**src/rtl/cpaf_pkg.sv**
```systemverilog
`timescale 1ns / 1ps
package cpaf_pkg;

    localparam int PORT_ENTRIES_DEF = 16;
    localparam int V4_RULES_DEF     = 16;
    localparam int V6_RULES_DEF     = 16;
    localparam int IDX_W            = 4;
    localparam int V4_MAX_PREFIX    = 32;
    localparam int V6_MAX_PREFIX    = 128;
    localparam int QUEUE_DEPTH      = 2;

    typedef enum logic [2:0] {
        ACT_CHECK    = 3'd0,
        ACT_WR_PORT  = 3'd1,
        ACT_WR_V4    = 3'd2,
        ACT_WR_V6    = 3'd3,
        ACT_CLEAR    = 3'd4
    } t_action;

    typedef enum logic [3:0] {
        ST_ALLOWED       = 4'd0,
        ST_LOOPBACK      = 4'd1,
        ST_NOT_LITERAL   = 4'd2,
        ST_V6_DENIED     = 4'd3,
        ST_NO_PORTS      = 4'd4,
        ST_PORT_UNLISTED = 4'd5,
        ST_NO_V4         = 4'd6,
        ST_NO_V6         = 4'd7,
        ST_NO_MATCH      = 4'd8,
        ST_WRITE_OK      = 4'd9,
        ST_WRITE_REJECT  = 4'd10
    } t_status;

    typedef enum logic [1:0] {
        KIND_V4  = 2'd0,
        KIND_V6  = 2'd1
    } t_kind;

    typedef enum logic [2:0] {
        OP_DONE,
        OP_WR_PORT,
        OP_WR_V4,
        OP_WR_V6,
        OP_CLEAR,
        OP_CHECK_V4,
        OP_CHECK_V6
    } t_op;

    localparam logic [0:0] REG_LISTENER = 1'b0;
    localparam logic [0:0] REG_IPV6_EN  = 1'b1;

    // classified request handed from front to back
    typedef struct packed {
        t_op         op;
        t_status     status;
        logic [63:0] addr_high;
        logic [63:0] addr_low;
        logic [15:0] port;
        logic [IDX_W-1:0] index;
        logic [7:0]  prefix;
    } t_req;

    function automatic logic [63:0] mask64(input logic [7:0] len);
        logic [63:0] m;
        m = '0;
        for (int i = 0; i < 64; i++) begin
            if (32'(len) > i) m[63-i] = 1'b1;
        end
        return m;
    endfunction

endpackage

```
**src/rtl/cpaf_front.sv**
```systemverilog
`timescale 1ns / 1ps
module cpaf_front (
    input  logic                  i_clk,
    input  logic                  i_rst_n,
    input  logic                  i_valid,
    output logic                  o_ready,
    input  logic [2:0]            i_action,
    input  logic [1:0]            i_address_kind,
    input  logic [63:0]           i_address_high,
    input  logic [63:0]           i_address_low,
    input  logic [15:0]           i_port_number,
    input  logic [3:0]            i_entry_index,
    input  logic [7:0]            i_prefix_length,
    input  logic [15:0]           i_listener_port,
    input  logic                  i_ipv6_enable,
    output logic                  o_q_valid,
    input  logic                  i_q_ready,
    output cpaf_pkg::t_req        o_q_req
);
    import cpaf_pkg::*;

    localparam int QW = $clog2(QUEUE_DEPTH + 1);

    t_req          r_q [QUEUE_DEPTH];
    logic [QW-1:0] r_count;
    logic          r_wp, r_rp;
    t_req          n_req;
    logic          push, pop;

    always_comb begin
        n_req.addr_high = i_address_high;
        n_req.addr_low  = i_address_low;
        n_req.port      = i_port_number;
        n_req.index     = i_entry_index;
        n_req.prefix    = i_prefix_length;
        n_req.op        = OP_DONE;
        n_req.status    = ST_WRITE_REJECT;
        case (i_action)
            ACT_CHECK: begin
                if (i_listener_port != 16'd0 && i_port_number == i_listener_port)
                    n_req.status = ST_LOOPBACK;
                else if (i_address_kind != KIND_V4 && i_address_kind != KIND_V6)
                    n_req.status = ST_NOT_LITERAL;
                else if (i_address_kind == KIND_V6 && !i_ipv6_enable)
                    n_req.status = ST_V6_DENIED;
                else
                    n_req.op = (i_address_kind == KIND_V6) ? OP_CHECK_V6 : OP_CHECK_V4;
            end
            ACT_WR_PORT: if (i_port_number != 16'd0) n_req.op = OP_WR_PORT;
            ACT_WR_V4: if (i_prefix_length <= 8'(V4_MAX_PREFIX)) n_req.op = OP_WR_V4;
            ACT_WR_V6: begin
                if (i_ipv6_enable && i_prefix_length <= 8'(V6_MAX_PREFIX))
                    n_req.op = OP_WR_V6;
            end
            ACT_CLEAR: n_req.op = OP_CLEAR;
            default: ;
        endcase
    end

    assign o_ready   = (r_count != QW'(QUEUE_DEPTH));
    assign push      = i_valid && o_ready;
    assign o_q_valid = (r_count != '0);
    assign pop       = o_q_valid && i_q_ready;
    assign o_q_req   = r_q[r_rp];

    always_ff @(posedge i_clk) begin
        if (!i_rst_n) begin
            r_count <= '0;
            r_wp    <= 1'b0;
            r_rp    <= 1'b0;
        end else begin
            if (push) r_wp <= ~r_wp;
            if (pop)  r_rp <= ~r_rp;
            r_count <= r_count + QW'(push) - QW'(pop);
        end
        if (push) r_q[r_wp] <= n_req;
    end

endmodule

```
**config.mk**
```make
export PLATFORM = sky130hd
export DESIGN_NAME = cpaf_front
export DESIGN_NICKNAME = d
export VERILOG_FILES = /design/src/rtl/cpaf_pkg.sv /design/src/rtl/cpaf_front.sv
export SDC_FILE = /design/constraint.sdc
export NUM_CORES = 1
export LEC_CHECK = 0
export BUFFER_PORTS_ARGS = -buffer_cell sky130_fd_sc_hd__buf_2
export CAP_MARGIN = 5
export CORE_MARGIN = 4
export CORE_UTILIZATION = 54
export CTS_BUF_LIST = sky130_fd_sc_hd__clkbuf_8
export CTS_CLUSTER_SIZE = 30
export DETAILED_ROUTE_END_ITERATION = 8
export PLACE_DENSITY = 0.92
export SKIP_CTS_REPAIR_TIMING = 1
export SYNTH_ARGS = -nofsm -noshare
export SYNTH_HDL_FRONTEND = slang
export SYNTH_SLANG_ARGS = --single-unit
```
**constraint.sdc**
```tcl
create_clock -name i_clk -period 8.7 [get_ports i_clk]
set_input_delay 0.435 -clock i_clk [delete_from_list [all_inputs] [get_ports i_clk]]
set_output_delay 0.435 -clock i_clk [all_outputs]
set_load 0.05 [all_outputs]
```
==> flow_metrics.env, run 1 <==
export IMPL_path_max_fanout=84
export IMPL_wl_um=26300
export IMPL_clk_pin_slew_ps=60
export IMPL_ys_top_cells_by_area="edfxtp_1, mux2_2, xnor2_1"
export IMPL_synth_commonest_cells="edfxtp_1, mux2_2, xnor2_1"
export IMPL_io_pins=347
export IMPL_first_iter_violations=465
export IMPL_rsz0062_at_grt="false"
export IMPL_max_vdd_ir_drop_uv=291
export IMPL_drt_antenna_violating_nets=0
export IMPL_avgSynthCellArea_um2=20.6
export IMPL_clkLatencyLatePin_ps=540
export IMPL_synth_top_family_by_area="multiplexers"
export IMPL_min_path_type="in2reg"
export IMPL_critPathRequiredTime_ps=8840
export IMPL_wl_per_cell_um=20.2
export IMPL_syn2layout_area_growth_pct=24.3
export IMPL_die_height_um=159
export IMPL_hold_viol_final=0
export IMPL_yosysMostFrequentCell="edfxtp_1"
export IMPL_p_int_uw=3110
export IMPL_p_comb_share_pct=35.0
export IMPL_synth_compound_area_share_pct=0.639
export IMPL_crit_path_max_incr_delay_ps=960
export IMPL_tritoncts="done"
export IMPL_worst_path_buf_inv=2
export IMPL_max_freq_ghz=0.332
export IMPL_synth_edf_count=324
export IMPL_tightest_slew_ps=1110
export IMPL_rows=55
export IMPL_ys_seq_area_share_pct=79.7
export IMPL_setup_viol=0
export IMPL_p_leak_uw=0.00573
export IMPL_synth_distinct_cells=35
export IMPL_placed_cells=1215
export IMPL_clock_sinks=329
export IMPL_nNetsFinal=1167
export IMPL_grt_overflow=0
export IMPL_cpMaxStageDelayCell="buf_4"
export IMPL_core_mm2=0.0226
export IMPL_drive_gt1_share_pct=57.2
export IMPL_finalCritPeriodShare_pct=34.7
export IMPL_viasPerCell=5.34
export IMPL_cap_violations=0
export IMPL_cts_made_buffers=51
export IMPL_synthFlopType="edfxtp_1"
export IMPL_dieWidth_um=159
export IMPL_p_total_uw=5000
export IMPL_synth_largest_area_cell="edfxtp_1"
export IMPL_arrival_ps=3150
export IMPL_crit_chain="nand2b_1, nand2_1, nor2_4, buf_4, buf_4"
export IMPL_power_density_mw_per_mm2=326
export IMPL_tns_ps=0
export IMPL_synth_seq_cells=329
export IMPL_ys_warn_count=0
export IMPL_p_seq_share_pct=41.5
export IMPL_crit_path_start_kind="register"
export IMPL_dieArea_mm2=0.0253
export IMPL_critPathKind="reg2reg"
export IMPL_fin_crit_ps=3020
export IMPL_crit_family="buffers and inverters"
export IMPL_syn_nets=782
export IMPL_clock_root_buffer="clkbuf_8"
export IMPL_synth_top_area_share_pct=78.9
export IMPL_skew_ps=22.3
export IMPL_switching_share_pct=37.8
export IMPL_worst_path_stages=5
export IMPL_hpwl_um=17800
export IMPL_drv_slew=0
export IMPL_via_count=6965
export IMPL_antenna_found_initial=2
export IMPL_synth_xor_area_share_pct=1.42
export IMPL_drc_errors=0
export IMPL_async_flop_share_pct=0
export IMPL_path_common_cell="buf_4"
export IMPL_pwr_share_clk_pct=23.5
export IMPL_final_cells=1304
export IMPL_grt_start_max_net_pins=85
export IMPL_netlist_instances=598
export IMPL_grt_pass1_wl_um=40600
export IMPL_firstDrtPassIters=5
export IMPL_place_gp_congestion=0.945
export IMPL_grt_pass1_vias=7579
export IMPL_clock_path_buffers=3
export IMPL_synthMuxAreaShare_pct=14.8
export IMPL_reg2regPathDepth=5
export IMPL_p_sw_uw=1890
export IMPL_maxSlewHeadroom_pct=25.8
export IMPL_netlist_area_mm2=0.0123
export IMPL_status="finished clean"
export IMPL_initial_core_util_pct=54.7
export IMPL_synth_adder_area_share_pct=0.203
export IMPL_htree_levels=2
export IMPL_min_delay_path_depth=1
export IMPL_io_buffers=345
export IMPL_fillers=1462
export IMPL_whs_ps=78.3
export IMPL_synthSimpleGateAreaFrac_pct=2.45
export IMPL_grtUsageTotal_pct=20.2
export IMPL_end_kind="register"
==> final timing paths <==
kind,start,end,slack (ps)
max,r_count[0],r_q[0][96],5680
min,i_address_low[20],r_q[1][48],80
max reg2reg,r_count[0],r_q[0][96],5680
min reg2reg,r_rp,r_rp,590
==> metrics by stage <==
stage	setup WS (ps)	util (%)	instance area, um2
2_1_floorplan	282	-	12300
3_3_place_gp	5700	63.8	14400
3_5_place_dp	5660	63.8	14400
4_1_cts	5660	67.9	15300
5_1_grt	5420	67.9	15300
6_report	5680	67.9	15300
==> power groups by stage <==
| stage | registers (uW) | logic [uW] | clock network [uW] |
|---|---|---|---|
| floorplan | 2130 | 1360 | 0 |
| global placement | 2090 | 1730 | 0 |
| detailed placement | 2110 | 1750 | 0 |
| CTS | 2080 | 1760 | 1210 |
| global route | 2090 | 1820 | 1290 |
| finish | 2080 | 1750 | 1170 |
==> kinds of logic after synthesis <==
kind of cell,Yosys count
simple gates,50
fa+ha+maj,2
compound gates,12
buf+inv,22
flops,329
mux,162
xor+xnor,20
other cells,1
==> registers in the layout, summed over array words and instances (netlist names), named ones only <==
signal and cells:
r_count 2, r_q 324, r_rp 1, r_wp 1
==> layer usage <==
layer  vias up  part of all wire (%)  track usage (%)
met4         2                   3.4             7.93
li1       3163                     -                -
met3        69                   8.4             6.37
met1      3406                    35             22.5
met5         -                 0.042                0
met2       325                    53             36.2
==> area by class of cell <==
class | instances | area, um2 | share of cell area, %
Timing Repair Buffer | 351 | 1770 | 11.6
Antenna cell | 1 | 2.50 | 0.0163
Inverter | 3 | 11.3 | 0.0735
Clock buffer | 51 | 702 | 4.58
Multi-Input combinational cell | 247 | 2420 | 15.8
Tap cell | 285 | 357 | 2.33
Sequential cell | 329 | 9830 | 64.1
Clock inverter | 37 | 230 | 1.50
==> worst register-to-register path: cells and delay by family, from the launching register on <==
kind / cells / cell delay [ps]
buffers and inverters: 2 / 1780
flip-flops: 1 / 330
AND/OR/NAND/NOR: 3 / 420
==> placed cells by master, fill, tap and decap left out, types with 2 or more instances in the layout <==
master / synthesis / layout
and2_1: 4 / 4
buf_2: 8 / 345
buf_4: 1 / 6
bufinv_16: 0 / 3
clkbuf_8: 0 / 51
clkinv_1: 0 / 14
clkinv_2: 0 / 7
dfxtp_1: 5 / 4
edfxtp_1: 324 / 324
ha_1: 2 / 2
inv_1: 3 / 15
mux2_2: 162 / 162
nand2_1: 3 / 3
nand3_1: 2 / 2
nand4_1: 5 / 5
nor2b_1: 3 / 3
nor3_1: 6 / 6
nor3b_1: 2 / 2
nor4_1: 11 / 11
o21ai_0: 3 / 3
o31ai_1: 3 / 3
or2_2: 3 / 3
or3_1: 3 / 3
xnor2_1: 20 / 20
(Power assumes the default switching activity.)
==> inputs of run 2 (changes only) <==
Settings changed: CORE_UTILIZATION 54 to 49, PLACE_DENSITY 0.92 to 0.89.
Clock period 8.7 ns to 2.5 ns, I/O delays scaled along.
==> run 2 against run 1 <==
Power grew to 3.5 times the previous value. Global-route usage down 2.0 points. Via count increased by 11%. Clock skew decreased by 2.4 ps. Register-to-register slack lost 5100 ps. Die area is 9.7% higher. Core utilization increased by 1.4 points. Clock-buffer cell count is 4 higher. Routed wire length up 18%. Sequential power rose to 3.5 times the previous value. Critical endpoint is now o_q_req[125]. Largest cell class unchanged. Largest power group unchanged.
==> flow_metrics.env, run 2 (synthesis results as in run 1) <==
export IMPL_status="finished clean"
export IMPL_drv_slew=0
export IMPL_arrival_ps=2110
export IMPL_critPathKind="reg2out"
export IMPL_rsz0062_at_grt="false"
export IMPL_io_buffers=345
export IMPL_crit_path_end="o_q_req[125]"
export IMPL_first_iter_violations=585
export IMPL_grt_overflow=0
export IMPL_whs_ps=29.7
export IMPL_drc_errors=0
export IMPL_largest_reg_flops=324
export IMPL_nNetsFinal=1325
export IMPL_wl_um=31100
export IMPL_p_leak_uw=0.00643
export IMPL_io_pins=347
export IMPL_min_path_type="in2reg"
export IMPL_postLayoutSetupSlackWorst_ps=263
export IMPL_cap_violations=0
export IMPL_met2_usage_pct=32.0
export IMPL_power_density_mw_per_mm2=1040
export IMPL_hpwl_um=18100
export IMPL_grtUsageMet1_pct=21.3
export IMPL_clock_root_buffer="clkbuf_8"
export IMPL_final_cell_mix="buf_2, edfxtp_1, mux2_2, dlygate4sd3_1, clkbuf_8"
export IMPL_fillers=1496
export IMPL_finalCritPeriodShare_pct=89.5
export IMPL_clkLatencyLatePin_ps=560
export IMPL_htree_levels=2
export IMPL_r2r_end="r_count[1]"
export IMPL_grt_pass1_vias=7428
export IMPL_max_vdd_ir_drop_uv=935
export IMPL_end_kind="primary output"
export IMPL_clock_path_buffers=3
export IMPL_place_gp_congestion=0.928
export IMPL_final_common_cell="buf_2"
export IMPL_die_height_um=167
export IMPL_initial_core_util_pct=50.3
export IMPL_rows=57
export IMPL_setup_viol=0
export IMPL_gr_usage_met3_pct=5.29
export IMPL_antenna_found_initial=3
export IMPL_p_total_uw=17700
export IMPL_drt_antenna_violating_nets=0
export IMPL_crit_path_max_incr_delay_ps=510
export IMPL_reg2regPathDepth=8
export IMPL_syn2layout_area_growth_pct=37.9
export IMPL_min_delay_path_depth=3
export IMPL_grt_pass1_wl_um=40000
export IMPL_max_freq_ghz=0.447
export IMPL_dieArea_mm2=0.0278
export IMPL_tns_ps=0
export IMPL_grtUsageTotal_pct=18.2
export IMPL_hold_viol_final=0
export IMPL_critPathRequiredTime_ps=2380
export IMPL_largestRegisters="r_q (324), r_count (2)"
export IMPL_pre_cts_ws_ps=657
export IMPL_skew_ps=19.9
export IMPL_via_count=7720
export IMPL_grt_start_max_net_pins=85
export IMPL_viasPerCell=5.13
export IMPL_crit_chain="buf_12, mux2_2, buf_2"
export IMPL_drive_gt1_share_pct=49.8
export IMPL_top_usage_layer="met2"
export IMPL_rrSetupSlack_ps=620
export IMPL_dieWidth_um=167
export IMPL_cts_made_buffers=50
export IMPL_tritoncts="done"
export IMPL_clock_sinks=329
export IMPL_top_register="r_q"
export IMPL_fin_crit_ps=2240
export IMPL_firstDrtPassIters=7
export IMPL_cpMaxStageDelayCell="dfxtp_4"
export IMPL_wl_per_cell_um=20.7
export IMPL_crit_path_start_kind="register"
export IMPL_core_mm2=0.0245
export IMPL_rr_startpoint="r_count[1]"
export IMPL_path_max_fanout=73
export IMPL_clk_pin_slew_ps=60
## run 2: cell types whose count changed in the layout (fill, tap and decap cells not counted), moves of 3 or more
cell           change
buf_12             +6
buf_4              -4
bufinv_16          -3
clkbuf_8           +4
clkinv_1           -5
diode_2            +3
dlygate4sd3_1    +157
inv_1              +5
## run 2: layout make-up
class	count	area, um2	area share (%)
multi-input cells	247	2440	14.3
clock buffers	55	757	4.45
flip-flops and latches	329	9830	57.8
diodes	4	10.0	0.0588
well taps	324	405	2.38
clock inverters	32	128	0.750
inverters	3	11.3	0.0662
repair buffers	510	3430	20.2
## run 2: critical path: cells and delay by family (launching register included)
kind	cells	cell delay, ps
muxes	1	400
buffers and inverters	2	580
DFF	1	510
## run 2: stage by stage
step | instance area [um2] | std cells | util (%)
floorplan | 12400 | 598 | -
global placement | 14600 | 1256 | 59.3
detailed placement | 14600 | 1256 | 59.3
CTS | 15400 | 1343 | 62.9
global route | 17000 | 1504 | 69.4
finish | 17000 | 1504 | 69.4
## run 2: worst min path at each step
stage / start / to / slack [ps]
after floorplan: i_prefix_length[0] / r_q[0][0] / 220
final: i_action[2] / r_q[0][162] / 30
after detailed placement: i_address_low[50] / r_q[1][78] / 320
after global placement: i_address_high[38] / r_q[0][130] / 310
after CTS: i_address_high[3] / r_q[1][95] / -280
after global routing: i_action[2] / r_q[0][162] / 20
## run 2: where the power goes
part	leakage (uW)	switching [uW]	internal [uW]
sequential	0.00306	236	7000
combinational	0.00284	4600	1840
clock	0.000524	2000	2010
total	0.00643	6840	10800
## run 2: layer usage
layer / vias to the layer above / wire [um]
met5: - / 0
li1: 3476 / -
met2: 390 / 16700
met4: 0 / 985
met1: 3781 / 11200
met3: 73 / 2260
==> inputs of run 3 (changes only) <==
Settings changed: ABC_CLOCK_PERIOD_IN_PS set to 2500, SETUP_SLACK_MARGIN set to 0.4.
==> run 3 against run 2 <==
Sequential cell count stayed put. Fmax is 9.5% higher. Critical path depth is 1 higher. Clock power is 7.2% higher. Setup slack better by 190 ps. Global-route usage hardly changed. Die area stayed put. First-iteration DRC count is 7.0% higher. Hold slack better by 4.9 ps. Power is 3.1% higher. Critical path type unchanged. Largest power group unchanged.
==> flow_metrics.env, run 3 (synthesis results as in run 1) <==
export IMPL_end_kind="primary output"
export IMPL_setup_viol=0
export IMPL_wl_um=31900
export IMPL_arrival_ps=1920
export IMPL_grt_pass1_wl_um=40200
export IMPL_p_comb_share_pct=36.8
export IMPL_final_common_cell="buf_2"
export IMPL_hpwl_um=18300
export IMPL_whs_ps=34.6
export IMPL_drive_gt1_share_pct=51.0
export IMPL_initial_core_util_pct=50.3
export IMPL_clkLatencyLatePin_ps=560
export IMPL_via_count=7940
export IMPL_maxSlewHeadroom_pct=64.3
export IMPL_htree_levels=2
export IMPL_skew_ps=23.5
export IMPL_multiInputGateArea_mm2=0.00244
export IMPL_tightest_slew_ps=530
export IMPL_power_density_mw_per_mm2=1060
export IMPL_cts_made_buffers=52
export IMPL_critPathRequiredTime_ps=2380
export IMPL_p_seq_share_pct=39.6
export IMPL_final_util_pct=70.4
export IMPL_switching_share_pct=38.4
export IMPL_place_gp_congestion=0.924
export IMPL_antenna_found_initial=3
export IMPL_tritoncts="done"
export IMPL_dieArea_mm2=0.0278
export IMPL_hold_viol_final=0
export IMPL_top_register="r_q"
export IMPL_clk_pin_slew_ps=60
export IMPL_reg2regPathDepth=8
export IMPL_p_int_uw=11200
export IMPL_pwr_share_clk_pct=23.6
export IMPL_rows=57
export IMPL_fin_crit_ps=2040
export IMPL_crit_path_start_kind="register"
export IMPL_first_iter_violations=626
export IMPL_io_buffers=345
export IMPL_cap_violations=0
export IMPL_path_max_fanout=34
export IMPL_fillers=1446
export IMPL_die_height_um=167
export IMPL_grtUsageTotal_pct=18.1
export IMPL_wl_per_cell_um=21.0
export IMPL_largest_reg_flops=324
export IMPL_max_vdd_ir_drop_uv=850
export IMPL_dieWidth_um=167
export IMPL_viasPerCell=5.22
export IMPL_p_sw_uw=7000
export IMPL_min_delay_path_depth=3
export IMPL_drv_slew=0
export IMPL_critPathKind="reg2out"
export IMPL_grt_start_max_net_pins=85
export IMPL_finalCritPeriodShare_pct=81.8
export IMPL_final_cell_mix="buf_2, edfxtp_1, mux2_2, dlygate4sd3_1, clkbuf_8"
export IMPL_grt_pass1_vias=7500
export IMPL_seq_area_mm2=0.00983
export IMPL_clock_root_buffer="clkbuf_8"
export IMPL_grt_overflow=0
export IMPL_core_mm2=0.0245
export IMPL_rsz0062_at_grt="false"
export IMPL_clock_sinks=329
export IMPL_drt_antenna_violating_nets=0
export IMPL_largestRegisters="r_q (324), r_count (2)"
export IMPL_max_freq_ghz=0.489
export IMPL_firstDrtPassIters=4
export IMPL_p_leak_uw=0.00654
export IMPL_min_path_type="in2reg"
export IMPL_io_pins=347
export IMPL_clock_path_buffers=3
export IMPL_status="finished clean"
export IMPL_syn2layout_area_growth_pct=40.0
export IMPL_drc_errors=0
export IMPL_nNetsFinal=1338
-- run 3: power by group through the flow --
stage	Clock [uW]	Combinational [uW]	Sequential (uW)
floorplan	0	4760	7280
CTS	4340	6250	7260
detailed placement	0	6210	7370
global route	4720	6960	7270
global placement	0	6170	7310
finish	4300	6700	7220
-- run 3: final cells by class --
type                    instances  share of cell area [%]
inverters                       3                  0.0652
flip-flops and latches        329                    56.9
repair buffers                521                    20.8
well taps                     324                    2.35
multi-input cells             247                    14.1
clock buffers                  54                    4.30
clock inverters                41                    1.36
diodes                          3                  0.0435
-- run 3: stage by stage --
| stage | setup TNS [ps] | instances | setup WS [ps] | power [uW] | cell area (um2) |
|---|---|---|---|---|---|
| floorplan | -242360 | 598 | -961 | 12000 | 12400 |
| global placement | 0 | 1262 | 686 | 13500 | 14600 |
| detailed placement | 0 | 1262 | 622 | 13600 | 14600 |
| CTS | 0 | 1357 | 144 | 17800 | 15600 |
| global route | 0 | 1522 | 372 | 18900 | 17300 |
| finish | 0 | 1522 | 456 | 18200 | 17300 |
-- run 3: worst max-delay path: stages (launching register included) --
cell     delay (ps)
dfxtp_4         400
buf_12          140
buf_12          210
mux2_2          370
buf_2           210
-- run 3: routing by layer --
layer | track usage (%) | wire length, um
met1 | 20.7 | 10900
met2 | 32.6 | 17000
met4 | 6.12 | 1190
met5 | 0 | 0
met3 | 5.50 | 2790
-- run 3: final timing paths --
| check | slack [ps] | from | to |
|---|---|---|---|
| setup / recovery | 460 | register | o_q_req[97] |
| setup reg to reg | 630 | r_count[1] | r_count[1] |
| hold reg to reg | 560 | r_rp | r_rp |
| hold / removal | 30 | i_action[2] | r_q[0][162] |
